**src/elg_pkg.sv**
```systemverilog
// Package: shared types, state and register codes for the ElGamal engine.
`timescale 1ns / 1ps
package elg_pkg;

  typedef enum logic [2:0] {
    REG_MODULUS    = 3'd0,
    REG_GENERATOR  = 3'd1,
    REG_PRIV_KEY   = 3'd2,
    REG_SESS_KEY   = 3'd3,
    REG_RECV_SESS  = 3'd4
  } reg_idx_t;

  // Datapath operations issued by the controller.
  typedef enum logic [3:0] {
    OP_NONE,
    OP_LOAD_D,     // start reduce of data word
    OP_LOAD_G,     // start reduce of generator into base
    OP_LOAD_R,     // start reduce of received session into base
    OP_LOAD_CR,    // start reduce of private key mod p-1
    OP_EXP_C,      // exponent := c
    OP_EXP_K,      // exponent := k
    OP_EXP_INV,    // exponent := (p-1) - (c mod (p-1))
    OP_BASE_ACC,   // base := acc
    OP_ACC_ONE,    // acc := 1 mod p
    OP_MUL_ACC,    // start acc*base mod p
    OP_MUL_SQR,    // start base*base mod p
    OP_MUL_D,      // start acc*d mod p, result to value
    OP_SAVE_PUB    // pub := acc
  } dp_op_t;

  typedef struct packed {
    dp_op_t op;
  } dp_cmd_t;

  typedef struct packed {
    logic busy;     // reduction unit running
    logic exp_zero; // exponent register is zero
    logic exp_lsb;  // exponent bit 0
    logic mod_ok;   // modulus at least two
  } dp_stat_t;

  typedef enum logic [4:0] {
    ST_IDLE, ST_RED_D, ST_WAIT_D,
    ST_LD_BASE, ST_WAIT_BASE, ST_LD_EXP, ST_WAIT_EXP, ST_EXP_INIT,
    ST_EXP_TEST, ST_EXP_MUL, ST_EXP_MUL_W, ST_EXP_SQR, ST_EXP_SQR_W,
    ST_EXP_DONE, ST_FIN_MUL, ST_FIN_W, ST_OUT
  } ctl_state_t;

  typedef enum logic [1:0] {PH_PUBKEY, PH_MASK, PH_PUB, PH_DEC} phase_t;

endpackage

```
**src/elg_ctrl.sv**
```systemverilog
// Controller: sequences reductions and square-and-multiply passes.
`timescale 1ns / 1ps
module elg_ctrl (
  input  logic                clk,
  input  logic                rst_n,
  input  logic                in_valid,
  output logic                in_ready,
  input  logic                func,
  output logic                out_valid,
  input  logic                out_ready,
  output logic                load_in,
  output elg_pkg::dp_cmd_t    cmd,
  input  elg_pkg::dp_stat_t   stat
);
  import elg_pkg::*;

  ctl_state_t state_r, state_nxt;
  phase_t     ph_r, ph_nxt;

  always_ff @(posedge clk) begin
    if (!rst_n) begin
      state_r <= ST_IDLE;
      ph_r    <= PH_PUBKEY;
    end else begin
      state_r <= state_nxt;
      ph_r    <= ph_nxt;
    end
  end

  always_comb begin
    state_nxt = state_r;
    ph_nxt    = ph_r;
    cmd.op    = OP_NONE;
    in_ready  = 1'b0;
    out_valid = 1'b0;
    load_in   = 1'b0;
    case (state_r)
      ST_IDLE: begin
        in_ready = 1'b1;
        if (in_valid) begin
          load_in = 1'b1;
          state_nxt = ST_RED_D;
        end
      end
      ST_RED_D: begin
        if (!stat.mod_ok) begin
          state_nxt = ST_OUT;
        end else begin
          cmd.op = OP_LOAD_D;
          state_nxt = ST_WAIT_D;
        end
      end
      ST_WAIT_D: begin
        if (!stat.busy) begin
          ph_nxt = func ? PH_DEC : PH_PUBKEY;
          state_nxt = func ? ST_LD_EXP : ST_LD_BASE;
        end
      end
      ST_LD_BASE: begin
        case (ph_r)
          PH_MASK: cmd.op = OP_BASE_ACC;
          PH_DEC:  cmd.op = OP_LOAD_R;
          default: cmd.op = OP_LOAD_G;
        endcase
        state_nxt = ST_WAIT_BASE;
      end
      ST_WAIT_BASE: begin
        if (!stat.busy) begin
          state_nxt = (ph_r == PH_DEC) ? ST_EXP_INIT : ST_LD_EXP;
          if (ph_r == PH_DEC) cmd.op = OP_EXP_INV;
        end
      end
      ST_LD_EXP: begin
        case (ph_r)
          PH_PUBKEY: begin cmd.op = OP_EXP_C; state_nxt = ST_EXP_INIT; end
          PH_DEC: begin cmd.op = OP_LOAD_CR; state_nxt = ST_WAIT_EXP; end
          default: begin cmd.op = OP_EXP_K; state_nxt = ST_EXP_INIT; end
        endcase
      end
      ST_WAIT_EXP: begin
        if (!stat.busy) state_nxt = ST_LD_BASE;
      end
      ST_EXP_INIT: begin
        cmd.op = OP_ACC_ONE;
        state_nxt = ST_EXP_TEST;
      end
      ST_EXP_TEST: begin
        if (stat.exp_zero) begin
          state_nxt = ST_EXP_DONE;
        end else if (stat.exp_lsb) begin
          state_nxt = ST_EXP_MUL;
        end else begin
          state_nxt = ST_EXP_SQR;
        end
      end
      ST_EXP_MUL: begin
        cmd.op = OP_MUL_ACC;
        state_nxt = ST_EXP_MUL_W;
      end
      ST_EXP_MUL_W: begin
        if (!stat.busy) state_nxt = ST_EXP_SQR;
      end
      ST_EXP_SQR: begin
        cmd.op = OP_MUL_SQR;
        state_nxt = ST_EXP_SQR_W;
      end
      ST_EXP_SQR_W: begin
        if (!stat.busy) state_nxt = ST_EXP_TEST;
      end
      ST_EXP_DONE: begin
        case (ph_r)
          PH_PUBKEY: begin ph_nxt = PH_MASK; state_nxt = ST_LD_BASE; end
          PH_MASK: begin
            ph_nxt = PH_PUB;
            state_nxt = ST_FIN_MUL;
          end
          PH_PUB: begin cmd.op = OP_SAVE_PUB; state_nxt = ST_OUT; end
          default: state_nxt = ST_FIN_MUL;
        endcase
      end
      ST_FIN_MUL: begin
        cmd.op = OP_MUL_D;
        state_nxt = ST_FIN_W;
      end
      ST_FIN_W: begin
        if (!stat.busy) begin
          state_nxt = (ph_r == PH_PUB) ? ST_LD_BASE : ST_OUT;
        end
      end
      ST_OUT: begin
        out_valid = 1'b1;
        if (out_ready) state_nxt = ST_IDLE;
      end
      default: state_nxt = ST_IDLE;
    endcase
  end
endmodule
```
**config.mk**
```make
export PLATFORM = sky130hd
export DESIGN_NAME = elg_ctrl
export DESIGN_NICKNAME = d
export VERILOG_FILES = /design/src/elg_pkg.sv /design/src/elg_ctrl.sv
export SDC_FILE = /design/constraint.sdc
export NUM_CORES = 1
export LEC_CHECK = 0
export BUFFER_PORTS_ARGS = -buffer_cell sky130_fd_sc_hd__buf_2
export CAP_MARGIN = 10
export CELL_PAD_IN_SITES_DETAIL_PLACEMENT = 0
export CELL_PAD_IN_SITES_GLOBAL_PLACEMENT = 1
export CORE_UTILIZATION = 38
export DETAILED_ROUTE_END_ITERATION = 8
export GPL_TIMING_DRIVEN = 0
export PLACE_DENSITY = 0.77
export SLEW_MARGIN = 40
export SYNTH_ARGS = -nofsm -noshare
export SYNTH_HDL_FRONTEND = slang
export SYNTH_SLANG_ARGS = --single-unit
```
**constraint.sdc**
```tcl
create_clock -name clk -period 2.3 [get_ports clk]
set_clock_uncertainty 0.2 [all_clocks]
set_input_delay 0 -clock clk [delete_from_list [all_inputs] [get_ports clk]]
set_output_delay 0 -clock clk [all_outputs]
set_load 0.005 [all_outputs]
```
==> out/metrics.yaml <==
outcome:
  status: "finished, final reports clean"
place:
  numPortBuffers: 15
  dpl_worst_slack_ps: 374
  place_inst: 173
  gp_congestion: 0.953
  dp_hpwl_um: 2010
  placed_area_um2: 990
sta:
  period_minus_slack_ps: 2240
  totalNegativeSetupSlack_ps: 0
  setup_viol: 0
  max_freq_mhz: 447
  whs_ps: 119
  hold_viol: 0
  drv_slew: 0
  period_share: 0.973
  layout_setup_ws_ps: 61.3
  worst_slew_pin_slew_ps: 468
  slew_headroom: 0.680
global_route:
  grt_max_degree: 11
  grt_pass1_wl_um: 4580
  grt.total_usage: 0.241
  grt_pass1_vias: 957
  grt_antenna_before_repair: 0
  overflow: 0
yosys:
  synth_common_cells: "15 x nand2_1, 15 x o21ai_0, 10 x a21oi_1, 10 x nor2_1, 8 x inv_1"
  synth.top_cells.by_area: "dfxtp_1 16%, ha_1 8.5%, o21ai_0 8.5%, nand2_1 6.4%, a21oi_1 5.7%"
  synth_cells: 130
  synth_async_sr_flop_share: 0
  avgSynthCellArea_um2: 6.77
  ys_seq_elements: 7
  synthFlopType: "dfxtp_1"
  synth_nets: 145
  yosysSeqAreaShare: 0.159
  synthDominantCellAreaShare: 0.159
  yosys_warnings: 0
  syn_area_um2: 880
  synth_enable_flop_cells: 0
  synth_top_area_cell: "dfxtp_1"
  ys_types: 39
critical_path:
  worst_setup_path_start_kind: "register"
  path_cells: "buf_6 -> or4_1 -> o22ai_1 -> a31oi_1 -> nand2_1 -> o21ai_0 -> dlygate4sd3_1"
  path_delay_family: "buffers and inverters"
  required_ps: 2240
  reg2reg_slack_ps: 60
  crit_fanout: 9
  crit_arrival_ps: 2180
  worstSetupEndpointType: "register"
  worst_path_max_delay_cell: "dlygate4sd3_1"
  worstSetupPathType: "register to register"
  path_buf_inv: 2
  cpPeakStageDelay_ps: 560
die:
  fp.dieW_um: 50.1
  dieArea_um2: 2510
  core_um2: 2190
  die_height_um: 50.1
  ios: 16
  start_util: 0.401
  rows: 17
cells_and_area:
  seq_area_um2: 143
  final_area_um2: 1080
  final_layout_size_suffix_gt1_frac: 0.224
  layout.cells.non_filler: 184
  antenna_cells: 0
  fill_cells: 248
  nNetsFinal: 172
  multiInputGateArea_um2: 656
  area_delta_synth_final_pct: 23.2
min_path:
  hold_path_class: "input pin to output pin"
clock_tree:
  cts_buffer_depth: 2
  path_clk_slew_ps: 50
  htreeDepth: 1
  cts_sinks: 7
  root_buffer: "clkbuf_4"
  clk_latency_ps: 260
  cts_tree: "yes"
  cts_buffers: 3
pwr:
  leakagePower_nw: 0.455
  p_int_mw: 0.519
  power_frac_seq: 0.185
  combPwrFrac: 0.704
  clockPowerShare: 0.111
  ir_worst_vdd_mv: 0.504
  p_per_area_nw_per_um2: 942
  p_switching_mw: 0.501
  switching_share: 0.491
routing:
  wl_per_cell_um: 15.2
  drt_iter0_markers: 48
  met2_length_um: 1310
  drtPass1Iterations: 4
  routed_wl_um: 2800
  route.detailed.drc: 0
  top_layer_used: "met4"
  wl_met1_um: 1270
  avgViaCountPerCell: 5.87
  wl_met3_um: 199
  drtAntennaViolNets: 0
  vias: 1080
job:
  drv_cap: 0
[worst min-delay path, cell delays in order]
cell and delay (ps):
buf_2 90, and3_1 130, buf_2 100
[sequential cells by signal, indices dropped and copies added (netlist names)]
name	cells
state_r	5
ph_r	2
[timing repair]
item / 4_1_cts / 5_1_grt
hold buffers: 5 / 0
resized for setup: 0 / 2
endpoints found under the hold margin: 5 / 0
setup buffers: 0 / 2
setup endpoints to repair: 0 / 1
[per-layer routing]
layer | GRT usage | up-vias
li1 | - | 525
met1 | 0.318 | 500
met2 | 0.387 | 51
met3 | 0.0463 | 4
met4 | 0.0810 | 0
met5 | 0 | -
[through the flow]
stage	util	power, mW
2_1_floorplan	-	0.667
3_3_place_gp	0.452	0.859
3_5_place_dp	0.452	0.850
4_1_cts	0.487	0.978
5_1_grt	0.495	1.11
6_report	0.495	1.02
[final cells by class]
class | instances | share of cell area
plain buffers | 9 | 0.0497
clock buffers | 4 | 0.0242
inverters | 8 | 0.0277
multi-input cells | 106 | 0.605
flip-flops and latches | 7 | 0.132
well taps | 28 | 0.0323
repair buffers | 22 | 0.129
[cell usage in the layout (no fill, tap or decap), drive strengths merged, types with 2 or more instances in the layout]
cell,n
nor3,5
a211oi,2
a21oi,11
dlygate4sd3,5
clkbuf,4
ha,6
dfxtp,7
o22ai,2
mux2i,2
o21ai,15
a31oi,2
nand2b,3
buf,26
nand3,5
o211ai,2
nor2b,4
a221oi,2
nand2,15
nor2,11
inv,8
and3,3
or3,2
[power by group through the flow]
stage                     Combinational (mW)  Sequential (mW)  Clock [mW]
after global placement                 0.670            0.188           0
after CTS                              0.675            0.186       0.116
after detailed placement               0.661            0.189           0
final                                  0.718            0.189       0.114
after floorplan                        0.489            0.177           0
after global routing                   0.797            0.194       0.122
[logic make-up after synthesis]
| family | synth area share |
|---|---|
| adder cells (fa/ha/maj) | 0.0853 |
| flip-flops | 0.159 |
| AND/OR/NAND/NOR | 0.313 |
| buffers and inverters | 0.0953 |
| AO/OA/AOI/OAI | 0.324 |
| multiplexers | 0.0228 |
[final timing paths]
check | to | startpoint | cells after the start
worst max register to register | state_r[4]$_SDFFE_PN0P_ | state_r[3]$_SDFFE_PN0P_ | 7
worst max-delay path | state_r[4]$_SDFFE_PN0P_ | state_r[3]$_SDFFE_PN0P_ | 7
worst min register to register | ph_r[0]$_SDFFE_PN0P_ | ph_r[0]$_SDFFE_PN0P_ | 2
worst min-delay path | load_in | in_valid | 3
No activity file was read; power rests on OpenSTA's default activity.
